$ cat config.mk
export PLATFORM = sky130hd
export DESIGN_NAME = bfba_div
export DESIGN_NICKNAME = d
export VERILOG_FILES = /design/src/rtl/bitmap_fixed_block_allocator_defines.svh /design/src/rtl/bfba_div.sv
export SDC_FILE = /design/constraint.sdc
export NUM_CORES = 1
export LEC_CHECK = 0
export BUFFER_PORTS_ARGS = -buffer_cell sky130_fd_sc_hd__buf_2
export CAP_MARGIN = 15
export CORE_ASPECT_RATIO = 0.75
export CORE_MARGIN = 2
export CORE_UTILIZATION = 35
export DETAILED_ROUTE_END_ITERATION = 12
export PLACE_DENSITY = 0.58
export REMOVE_ABC_BUFFERS = 1
export SLEW_MARGIN = 20
export SYNTH_ARGS = -nofsm -noshare
export SYNTH_HDL_FRONTEND = slang
export SYNTH_SLANG_ARGS = --single-unit
export TNS_END_PERCENT = 1
$ cat constraint.sdc
create_clock -name clk_i -period 2.65 [get_ports clk_i]
set_clock_uncertainty 0.1 [all_clocks]
set_input_delay 0.53 -clock clk_i [delete_from_list [all_inputs] [get_ports clk_i]]
set_output_delay 0.53 -clock clk_i [all_outputs]
set_load 0.01 [all_outputs]
$ cat src/rtl/bitmap_fixed_block_allocator_defines.svh
// Assertion macros for the bitmap block allocator.
// Included by files that carry concurrent assertions; no other dependencies.
`ifndef BITMAP_FIXED_BLOCK_ALLOCATOR_DEFINES_SVH
`define BITMAP_FIXED_BLOCK_ALLOCATOR_DEFINES_SVH
`ifndef SYNTHESIS
`define BFBA_ASSERT(lbl, clk, rstn, prop, msg) \
  lbl: assert property (@(posedge clk) disable iff (!rstn) (prop)) else $error(msg);
`define BFBA_ASSERT_ALWAYS(lbl, clk, prop, msg) \
  lbl: assert property (@(posedge clk) (prop)) else $error(msg);
`else
`define BFBA_ASSERT(lbl, clk, rstn, prop, msg)
`define BFBA_ASSERT_ALWAYS(lbl, clk, prop, msg)
`endif
`endif

$ cat src/rtl/bfba_div.sv
// Radix-2 restoring divider, one quotient bit per cycle.
// Standalone; caller guarantees the quotient fits in QUOT_W bits.
module bfba_div #(
  parameter int unsigned DIVIDEND_W = 27,
  parameter int unsigned DIVISOR_W  = 23,
  parameter int unsigned QUOT_W     = 6
) (
  input  logic                  clk_i,
  input  logic                  rst_ni,
  input  logic                  start_i,
  input  logic [DIVIDEND_W-1:0] dividend_i,
  input  logic [DIVISOR_W-1:0]  divisor_i,
  output logic [QUOT_W-1:0]     quot_o,
  output logic [DIVIDEND_W-1:0] rem_o,
  output logic                  done_o
);

  localparam int unsigned DSH_W = DIVISOR_W + QUOT_W - 1;
  localparam int unsigned CMP_W = (DSH_W > DIVIDEND_W) ? DSH_W : DIVIDEND_W;
  localparam int unsigned CNT_W = (QUOT_W > 1) ? $clog2(QUOT_W) : 1;

  logic [DIVIDEND_W-1:0] rem_q, rem_d;
  logic [DSH_W-1:0]      dsh_q, dsh_d;
  logic [QUOT_W-1:0]     quot_q, quot_d;
  logic [CNT_W-1:0]      cnt_q, cnt_d;
  logic                  busy_q, busy_d;
  logic                  done_q, done_d;
  logic                  ge;
  logic [CMP_W-1:0]      diff;

  assign ge   = CMP_W'(rem_q) >= CMP_W'(dsh_q);
  assign diff = CMP_W'(rem_q) - CMP_W'(dsh_q);

  always_comb begin
    rem_d  = rem_q;
    dsh_d  = dsh_q;
    quot_d = quot_q;
    cnt_d  = cnt_q;
    busy_d = busy_q;
    done_d = 1'b0;
    if (start_i) begin
      rem_d  = dividend_i;
      dsh_d  = DSH_W'(divisor_i) << (QUOT_W - 1);
      quot_d = '0;
      cnt_d  = CNT_W'(QUOT_W - 1);
      busy_d = 1'b1;
    end else if (busy_q) begin
      if (ge) begin
        rem_d = DIVIDEND_W'(diff);
      end
      quot_d = (quot_q << 1) | QUOT_W'(ge);
      dsh_d  = dsh_q >> 1;
      if (cnt_q == '0) begin
        busy_d = 1'b0;
        done_d = 1'b1;
      end else begin
        cnt_d = cnt_q - CNT_W'(1);
      end
    end
  end

  always_ff @(posedge clk_i or negedge rst_ni) begin
    if (!rst_ni) begin
      rem_q  <= '0;
      dsh_q  <= '0;
      quot_q <= '0;
      cnt_q  <= '0;
      busy_q <= 1'b0;
      done_q <= 1'b0;
    end else begin
      rem_q  <= rem_d;
      dsh_q  <= dsh_d;
      quot_q <= quot_d;
      cnt_q  <= cnt_d;
      busy_q <= busy_d;
      done_q <= done_d;
    end
  end

  assign quot_o = quot_q;
  assign rem_o  = rem_q;
  assign done_o = done_q;

endmodule

==> key figures, run 1 <==
Setup path
  – Endpoint arrival time on the critical path: 2.81 ns
  – Number of cell instances on the worst register-to-register path: 11
  – Kind of critical path: reg -> reg
  – CP max-delay cell: sky130_fd_sc_hd__fa_2
  – Largest fanout of any net on the critical path: 6
  – Crit path largest cell delay: 0.39 ns
  – Crit path from: rem_o[0]
  – Crit end category: flip-flop
  – Data required time at the worst endpoint: 2.78 ns
  – Reg-to-Reg End: rem_o[4]
  – Setup slack of the worst register-to-register path: -0.03 ns
  – Worst setup SP type: flip-flop
  – CP Cell Sequence: inv_2 -> ha_4 -> fa_2 -> nand2b_4 -> a21oi_4 -> o211ai_1 -> a21oi_2 -> o21ba_4 -> nor2_4 -> buf_12 -> o311ai_1
  – Critical R2R Launch: rem_o[0]

Clocking
  – Insertion delay of the later-clocked pin in the worst-skew pair: 0.34 ns
  – TritonCTS sink count: 66
  – Root buffer selected by CTS: sky130_fd_sc_hd__clkbuf_16
  – Number of buffers added by the clock tree synthesis step: 9
  – Clock input transition at the sequential cells of the worst setup and hold paths: 0.06 ns
  – Depth of the CTS H-tree: 3
  – CTS tree: yes
  – Clock Path Buffers: 2

Finish
  – Area used by multi-input combinational logic: 3230 um2
  – Share of layout cells above drive strength 1: 0.306
  – Final core occ: 0.474
  – Filler cell count in the final layout: 1360
  – Layout Area Growth over Synthesis: 31.1%
  – Most common library cell in the layout ignoring fill and taps: sky130_fd_sc_hd__buf_2
  – Highest-count cells in the layout ignoring fill and taps: sky130_fd_sc_hd__buf_2 (86), sky130_fd_sc_hd__buf_4 (71), sky130_fd_sc_hd__dfrtp_1 (65)
  – FF/Latch Area: 1650 um2
  – Antenna diode count: 0
  – Count of nets after finishing: 803

Global route
  – Number of global-route vias before repair: 4813
  – Met2 GRT Util: 0.300
  – Number of antenna violations at the first check in global routing: 0
  – Global routing met1 resource utilization: 0.289
  – Combined global-route utilization of all metal layers: 0.197
  – Largest net degree at the start of global routing: 96
  – Highest-utilization routing layer at the global route stage: met2
  – Global-route wire length before repair: 24200 um
  – Met3 track demand over resource: 0.0387
  – Total grt overflow: 0

Synthesis
  – Top FF cell, synth: sky130_fd_sc_hd__dfrtp_1
  – Number of standard cells after synthesis: 588
  – Top area cells in the synthesized netlist: sky130_fd_sc_hd__dfrtp_1 (33%), sky130_fd_sc_hd__ha_1 (7.2%), sky130_fd_sc_hd__mux2i_1 (6.6%), sky130_fd_sc_hd__nand2_1 (4.8%), sky130_fd_sc_hd__o21ai_0 (4.1%)
  – Yosys top cell by area: sky130_fd_sc_hd__dfrtp_1
  – Number of warnings printed during yosys synthesis: 0
  – Number of enable-type register cells in the synthesized netlist: 0
  – Syn Std Cell Area: 5020 um2
  – Cell variety after synth: 72
  – Area fraction of the dominant cell type after synthesis: 0.329
  – Sequential element share of the synthesized area: 0.329
  – Number of synthesized register bits: 66
  – Mean cell area of the mapped netlist: 8.54 um2
  – Ys async rst share: 1.00

Detailed routing
  – Routed length per placed instance: 16.9 um
  – Overall routed net length: 15200 um
  – Total via count in the routed design: 4956
  – Antenna-violating nets left: 0
  – Iteration count of the initial detailed-routing pass: 5
  – Via density per instance: 5.51
  – Drc violations: 0
  – Drt initial violations: 459

Timing
  – Hold violation total from the final report: 10
  – Final setup vio count: 5
  – Least setup slack across all paths after layout: -0.0283 ns
  – Pin slew with the least headroom to its limit: 0.610 ns
  – Final Max Tran Viols: 0
  – Unrepaired setup endpoints after global routing: true
  – Achievable Freq: 373 MHz
  – Max transition margin: 0.593
  – Min Clock Period, post-route: 2.68 ns
  – Period utilisation layout: 1.01
  – Hold WS: -0.00732 ns
  – Post-route setup TNS: -0.0646 ns

Place
  – Port Buf Inserts: 86
  – Routability cong.: 0.863
  – Half-perimeter wire length after detailed placement: 11000 um

Power
  – Total leakage power: 3.19 nW
  – Power density over the cells: 1220 nW/um2
  – Worst vdd ir: 0.393 mV

Die
  – Site Rows: 37
  – Die H: 108 um
  – Die width: 142 um
  – Die outline area: 15300 um2
  – Effective utilization at floorplan: 0.362
  – I/O pin total: 87
  – Placeable core region: 13900 um2

Worst hold path
  – Path type of the worst min-delay path: in -> async

Run status
  – Violated checks: negative hold slack, negative setup slack
  – Run status: finished with violations

Job
  – Max capacitance violation total: 0
per-layer routing:
| layer | vias up | wire [um] | part of all wire |
|---|---|---|---|
| met5 | - | 0 | 0 |
| li1 | 2412 | - | - |
| met2 | 151 | 6540 | 0.43 |
| met1 | 2382 | 7690 | 0.51 |
| met4 | 0 | 108 | 0.0071 |
| met3 | 11 | 883 | 0.058 |
per-stage QoR:
stage          hold WS (ns)  setup WS, ns  cell area, um2  total power [W]  instances
3_3_place_gp          0.358       -0.0197            6000          0.00614        875
4_1_cts             0.00156       -0.0268            6370          0.00765        895
5_1_grt              0.0179        -0.131            6590          0.00863        900
6_report           -0.00732       -0.0283            6590          0.00804        900
3_5_place_dp          0.366        -0.181            6000          0.00625        875
2_1_floorplan         0.134        -0.642            4820          0.00449        547
cell families after synthesis:
family	synth area share
buffers and inverters	0.0712
DFF	0.329
xor gates and xnor gates	0.0296
AOI/OAI and AO/OA	0.234
and+or+nand+nor	0.192
adders and majority gates	0.0762
muxes	0.0680
flip-flops by register name, summed over array words and instances, names as in the netlist:
signal  count
busy_q      1
cnt_q       3
done_o      1
dsh_q      28
quot_o      6
rem_o      27
where the power goes:
group,total (W),internal [W],switching (W)
Combinational,0.00527,0.00237,0.00290
Sequential,0.00155,0.00129,0.000260
Clock,0.00122,0.000753,0.000464
worst max-delay path, delay by kind of cell (launching register included):
kind | cells | cell delay (ns)
flops | 1 | 0.38
fa+ha+maj | 2 | 0.55
buf+inv | 2 | 0.20
compound gates | 5 | 1.11
simple gates | 2 | 0.23
synth_stat cells (all sizes together) (3+ instances only):
library cell,instances
nor3,10
clkbuf,21
o311ai,11
o21ai,44
xor2,9
mux2i,33
a31oi,11
o211ai,7
or2,4
nand4,17
buf,20
a211oi,5
nor3b,3
a41oi,13
o31ai,8
dfrtp,66
a21o,8
or4,3
nand2b,4
o21bai,5
xnor2,8
nand2,64
inv,40
ha,29
or3,6
a311oi,3
nand3,12
a21oi,33
nor2,39
and2,18
worst max path at each step:
stage	to	slack (ns)
floorplan	rem_o[26]	-0.64
global placement	rem_o[9]	-0.02
detailed placement	rem_o[5]	-0.18
CTS	rem_o[26]	-0.03
global route	rem_o[4]	-0.13
finish	rem_o[4]	-0.03
area by class of cell:
type	count	share of cell area
inverters	40	0.0228
repair buffers	162	0.159
clock inverters	3	0.00608
clock buffers	13	0.0380
multi-input cells	441	0.490
well taps	175	0.0332
flip-flops and latches	66	0.251
timing repair:
item | 4_1_cts | 5_1_grt
pin swaps | 5 | 17
setup endpoints to repair | 28 | 27
hold buffers | 0 | 0
resized for setup | 11 | 35
setup buffers | 4 | 5
hold endpoints to repair | 0 | 0
No activity file was read; power rests on OpenSTA's default activity.
==> run 2: changes to the inputs <==
- CELL_PAD_IN_SITES_DETAIL_PLACEMENT: not set -> 0
- CELL_PAD_IN_SITES_GLOBAL_PLACEMENT: not set -> 1
- PLACE_DENSITY: 0.58 -> 0.73
==> run 2 against run 1 <==
  * Fmax up 2.9%
  * Die area unchanged
  * Largest cell class unchanged
  * Global-route usage about the same
  * Non-clock buffer count up 9
  * Clock-buffer cell count down 4
  * Sequential share of layout area down 0.87 points
  * Critical path depth down 3
  * The run now ends clean
  * Power up 1.9%
  * Clock power up 6%
==> key figures, run 2 (synthesis gave the netlist of run 1 again) <==
Finish
  – Layout Area Growth over Synthesis: 35.8%
  – Most common library cell in the layout ignoring fill and taps: sky130_fd_sc_hd__buf_2
  – Count of nets after finishing: 812
  – Final core occ: 0.491
  – Number of flip-flops in the largest register: 28
  – Most flops, register: dsh_q
  – Highest-count cells in the layout ignoring fill and taps: sky130_fd_sc_hd__buf_2 (86), sky130_fd_sc_hd__buf_4 (75), sky130_fd_sc_hd__dfrtp_1 (65)
  – Antenna diode count: 0
  – Share of layout cells above drive strength 1: 0.342

Setup path
  – Setup slack of the worst register-to-register path: 0.05 ns
  – Largest fanout of any net on the critical path: 6
  – Crit path from: rem_o[24]
  – Critical R2R Launch: rem_o[24]
  – Reg-to-Reg End: rem_o[26]
  – Worst setup endpoint: rem_o[26]
  – Number of cell instances on the worst register-to-register path: 8
  – Data required time at the worst endpoint: 2.76 ns
  – Crit end category: flip-flop
  – Worst setup SP type: flip-flop
  – Endpoint arrival time on the critical path: 2.71 ns
  – Kind of critical path: reg -> reg

Detailed routing
  – Via density per instance: 5.43
  – Overall routed net length: 15200 um
  – Drc violations: 0
  – Routed length per placed instance: 16.7 um
  – Antenna-violating nets left: 0
  – Iteration count of the initial detailed-routing pass: 5
  – Total via count in the routed design: 4936
  – Drt initial violations: 308

Timing
  – Pin slew with the least headroom to its limit: 0.628 ns
  – Min Clock Period, post-route: 2.60 ns
  – Period utilisation layout: 0.982
  – Hold violation total from the final report: 0
  – Unrepaired setup endpoints after global routing: true
  – Final setup vio count: 0
  – Final Max Tran Viols: 0
  – Least setup slack across all paths after layout: 0.0479 ns
  – Achievable Freq: 384 MHz
  – Max transition margin: 0.581

Global route
  – Total grt overflow: 0
  – Largest net degree at the start of global routing: 55
  – Global-route wire length before repair: 24000 um
  – Combined global-route utilization of all metal layers: 0.197
  – Number of global-route vias before repair: 4744
  – Number of antenna violations at the first check in global routing: 0

Clocking
  – Number of buffers added by the clock tree synthesis step: 9
  – TritonCTS sink count: 66
  – Clock Path Buffers: 2
  – Insertion delay of the later-clocked pin in the worst-skew pair: 0.33 ns
  – Root buffer selected by CTS: sky130_fd_sc_hd__clkbuf_16
  – Depth of the CTS H-tree: 3
  – Clock input transition at the sequential cells of the worst setup and hold paths: 0.06 ns
  – CTS tree: yes

Place
  – Routability cong.: 0.901
  – Half-perimeter wire length after detailed placement: 11100 um
  – Pre-CTS worst setup slack: -0.0759 ns
  – Port Buf Inserts: 86

Worst hold path
  – Path type of the worst min-delay path: in -> reg
  – Hold Crit Start: divisor_i[4]

Die
  – Placeable core region: 13900 um2
  – Die H: 108 um
  – Die width: 142 um
  – I/O pin total: 87
  – Site Rows: 37
  – Die outline area: 15300 um2
  – Effective utilization at floorplan: 0.362

Power
  – Power density over the cells: 1200 nW/um2
  – Total power of the final layout: 0.00820 W
  – Total leakage power: 3.27 nW
  – Worst vdd ir: 0.393 mV

Job
  – Max capacitance violation total: 0

Run status
  – Run status: completed
## run 2: worst min-delay path by stage
stage / depth (start not counted) / slack [ns] / endpoint
final: 3 / 0.30 / dsh_q[9]
after global routing: 3 / 0.30 / dsh_q[24]
after CTS: 3 / 0.29 / dsh_q[9]
after detailed placement: 1 / 0.34 / rem_o[4]
after global placement: 1 / 0.33 / dsh_q[4]
after floorplan: 0 / 0.13 / busy_q
## run 2: per-layer routing
layer,track usage,part of all wire,vias up
met5,0,0,-
met3,0.0436,0.059,9
li1,-,-,2435
met4,0.0410,0.0064,0
met2,0.298,0.42,144
met1,0.287,0.51,2348
## run 2: metrics by stage
stage	std cells	area (um2)	hold WS, ns	TNS, ns
floorplan	547	4820	0.134	-16.16
global placement	883	6060	0.329	-0.112
detailed placement	883	6060	0.337	-0.476
CTS	902	6440	0.293	0
global route	909	6820	0.304	-0.534
finish	909	6820	0.298	0
## run 2: report_power, final
part / internal (W) / total [W] / switching, W
clock network: 0.000821 / 0.00129 / 0.000471
logic: 0.00243 / 0.00536 / 0.00293
registers: 0.00129 / 0.00155 / 0.000255
## run 2: final cells by class
| class | instances | area [um2] |
|---|---|---|
| Clock buffer | 9 | 225 |
| Clock inverter | 7 | 93.8 |
| Fill cell | 1305 | 7070 |
| Inverter | 40 | 150 |
| Multi-Input combinational cell | 441 | 3320 |
| Sequential cell | 66 | 1650 |
| Tap cell | 175 | 219 |
| Timing Repair Buffer | 171 | 1160 |
## run 2: critical path: stages (launching register included)
cell                       delay, ns
sky130_fd_sc_hd__dfrtp_1        0.43
sky130_fd_sc_hd__ha_1           0.37
sky130_fd_sc_hd__nand4_4        0.14
sky130_fd_sc_hd__or4_4          0.54
sky130_fd_sc_hd__nand2b_4       0.16
sky130_fd_sc_hd__o21bai_4       0.24
sky130_fd_sc_hd__buf_6          0.17
sky130_fd_sc_hd__a41oi_1        0.22
sky130_fd_sc_hd__o31ai_1        0.10
## run 2: what timing repair did
action | 4_1_cts | 5_1_grt
hold endpoints to repair | 11 | 0
buffers inserted | 2 | 4
hold buffers | 1 | 0
setup endpoints to repair | 23 | 27
gates cloned | 0 | 3
resized for setup | 7 | 61
pin swaps | 2 | 17
==> run 3: changes to the inputs <==
- PLACE_DENSITY: 0.73 -> 0.7
- clock period: 2.65 -> 2.62 ns (I/O delays scaled with it)
==> run 3 against run 2 <==
  * The run now ends with negative setup slack left
  * Global-route usage grew 1.5 points
  * Clock-buffer cell count is the same
  * Sequential share of layout area down 0.26 points
  * Fmax down 1.2%
  * Register-to-register slack got worse by 0.06 ns
  * Combinational power is 8.4% higher
  * Clock power is 5% lower
  * First-iteration DRC count grew 14%
  * Cell count rose by 1.3%
  * Via count rose by 1.9%
  * Critical path depth unchanged
  * Critical path type unchanged
  * Critical endpoint is now rem_o[6]
==> key figures, run 3 (synthesis gave the netlist of run 1 again) <==
Detailed routing
  – Via density per instance: 5.46
  – Routed length per placed instance: 17.7 um
  – Antenna-violating nets left: 0
  – Drc violations: 0
  – Overall routed net length: 16300 um
  – Total via count in the routed design: 5028
  – Drt initial violations: 352
  – Iteration count of the initial detailed-routing pass: 5

Finish
  – FF/Latch Area: 1650 um2
  – Layout Area Growth over Synthesis: 37.4%
  – Area used by multi-input combinational logic: 3370 um2
  – Most flops, register: dsh_q
  – Number of flip-flops in the largest register: 28
  – Highest-count cells in the layout ignoring fill and taps: sky130_fd_sc_hd__buf_4 (92), sky130_fd_sc_hd__buf_2 (86), sky130_fd_sc_hd__nand2_1 (64), sky130_fd_sc_hd__dfrtp_1 (64), sky130_fd_sc_hd__inv_1 (39)
  – Final core occ: 0.497
  – Antenna diode count: 0
  – Filler cell count in the final layout: 1335
  – Number of standard cells in the final layout excluding fillers: 921
  – Count of nets after finishing: 824
  – Most common library cell in the layout ignoring fill and taps: sky130_fd_sc_hd__buf_4
  – Share of layout cells above drive strength 1: 0.363

Setup path
  – Crit end category: flip-flop
  – Data required time at the worst endpoint: 2.76 ns
  – Largest fanout of any net on the critical path: 6
  – Endpoint arrival time on the critical path: 2.78 ns
  – Kind of critical path: reg -> reg
  – Worst setup SP type: flip-flop

Timing
  – Achievable Freq: 380 MHz
  – Max transition margin: 0.563
  – Min Clock Period, post-route: 2.63 ns
  – Period utilisation layout: 1.01
  – Pin slew with the least headroom to its limit: 0.655 ns
  – Final setup vio count: 3
  – Final Max Tran Viols: 0
  – Hold violation total from the final report: 0
  – Unrepaired setup endpoints after global routing: true
  – Least setup slack across all paths after layout: -0.0137 ns
  – Hold WS: 0.0605 ns

Place
  – Pre-CTS worst setup slack: -0.187 ns
  – Half-perimeter wire length after detailed placement: 11800 um
  – Cells after DPL: 898
  – Port Buf Inserts: 86
  – Routability cong.: 0.876

Clocking
  – TritonCTS sink count: 66
  – Root buffer selected by CTS: sky130_fd_sc_hd__clkbuf_16
  – Clock input transition at the sequential cells of the worst setup and hold paths: 0.06 ns
  – Count of hold-fix buffers inserted at cts: 0
  – Clock Path Buffers: 2
  – Insertion delay of the later-clocked pin in the worst-skew pair: 0.34 ns
  – Depth of the CTS H-tree: 3
  – Number of buffers added by the clock tree synthesis step: 9
  – CTS tree: yes

Die
  – Die outline area: 15300 um2
  – Site Rows: 37
  – Effective utilization at floorplan: 0.362
  – Die H: 108 um
  – Die width: 142 um
  – I/O pin total: 87
  – Placeable core region: 13900 um2

Worst hold path
  – Path type of the worst min-delay path: in -> async

Power
  – Worst vdd ir: 0.501 mV
  – Total net switching power: 0.00395 W
  – Total leakage power: 3.33 nW
  – Total power of the final layout: 0.00862 W
  – Power density over the cells: 1250 nW/um2
  – Clk pwr share: 0.143
  – Switching power as a share of total power: 0.458
  – Sequential group share of total power: 0.183
  – Cell-internal power: 0.00467 W
  – Combinational power share: 0.674

Run status
  – Run status: finished with violations
  – Violated checks: negative setup slack

Global route
  – Global-route wire length before repair: 25400 um
  – Largest net degree at the start of global routing: 56
  – Number of antenna violations at the first check in global routing: 0
  – Number of global-route vias before repair: 4950
  – Total grt overflow: 0
  – Combined global-route utilization of all metal layers: 0.212

Job
  – Max capacitance violation total: 0
## run 3: changes by cell type in the layout (fill, tap and decap cells not counted), moves of 3 or more
| cell | previous run | this run |
|---|---|---|
| sky130_fd_sc_hd__o21ai_0 | 31 | 35 |
| sky130_fd_sc_hd__o311ai_4 | 1 | 4 |
| sky130_fd_sc_hd__o21ai_1 | 10 | 6 |
| sky130_fd_sc_hd__o311ai_2 | 7 | 4 |
| sky130_fd_sc_hd__buf_4 | 75 | 92 |
| sky130_fd_sc_hd__o31ai_2 | 0 | 5 |
| sky130_fd_sc_hd__o31ai_1 | 8 | 3 |
| sky130_fd_sc_hd__buf_6 | 4 | 1 |
## run 3: layer usage
layer | GRT usage | up-vias | wire length, um
met5 | 0 | - | 0
met4 | 0.0495 | 0 | 131
met3 | 0.0431 | 15 | 822
met2 | 0.327 | 135 | 6940
met1 | 0.304 | 2416 | 8440
li1 | - | 2462 | -
## run 3: path summary, 6_finish.rpt
| kind | from | cells after the start | endpoint | slack, ns |
|---|---|---|---|---|
| worst min register to register | cnt_q[2] | 1 | done_o | 0.39 |
| max in group asynchronous | rst_ni | 2 | rem_o[19] | 1.76 |
| worst max-delay path | rem_o[24] | 8 | rem_o[6] | -0.01 |
| worst min-delay path | rst_ni | 1 | rem_o[4] | 0.06 |
| worst max register to register | rem_o[24] | 8 | rem_o[6] | -0.01 |
| min in group clk_i | divisor_i[10] | 3 | dsh_q[15] | 0.28 |
## run 3: worst max-delay path, cell delays in order (launching register included)
cell and delay, ns:
sky130_fd_sc_hd__dfrtp_1 0.44, sky130_fd_sc_hd__ha_1 0.37, sky130_fd_sc_hd__nand4_4 0.15, sky130_fd_sc_hd__or4_4 0.54, sky130_fd_sc_hd__nand2b_4 0.17, sky130_fd_sc_hd__o21ba_4 0.27
sky130_fd_sc_hd__nor2_4 0.08, sky130_fd_sc_hd__buf_12 0.15, sky130_fd_sc_hd__o311ai_1 0.25
## run 3: through the flow
| stage | area [um2] | setup TNS [ns] |
|---|---|---|
| after detailed placement | 6170 | -3.49 |
| after global routing | 6900 | -2.86 |
| after global placement | 6170 | -1.09 |
| after floorplan | 4820 | -17.00 |
| after CTS | 6590 | -0.0130 |
| final | 6900 | -0.0205 |
## run 3: area by class of cell
cell class              instances  share of cell area
clock inverters                 7              0.0102
inverters                      40              0.0218
repair buffers                183               0.176
well taps                     175              0.0317
multi-input cells             441               0.488
clock buffers                   9              0.0326
flip-flops and latches         66               0.240
## run 3: timing repair
action	CTS	global route
pin swaps	8	20
setup endpoints to repair	28	28
resized for setup	21	53
setup buffers	4	3
gates cloned	0	1
## run 3: power by group through the flow
stage / sequential (W) / clock (W) / combinational, W
CTS: 0.00156 / 0.00125 / 0.00523
detailed placement: 0.00157 / 0 / 0.00498
finish: 0.00158 / 0.00123 / 0.00581
global route: 0.00162 / 0.00130 / 0.00633
global placement: 0.00156 / 0 / 0.00491
floorplan: 0.00165 / 0 / 0.00289
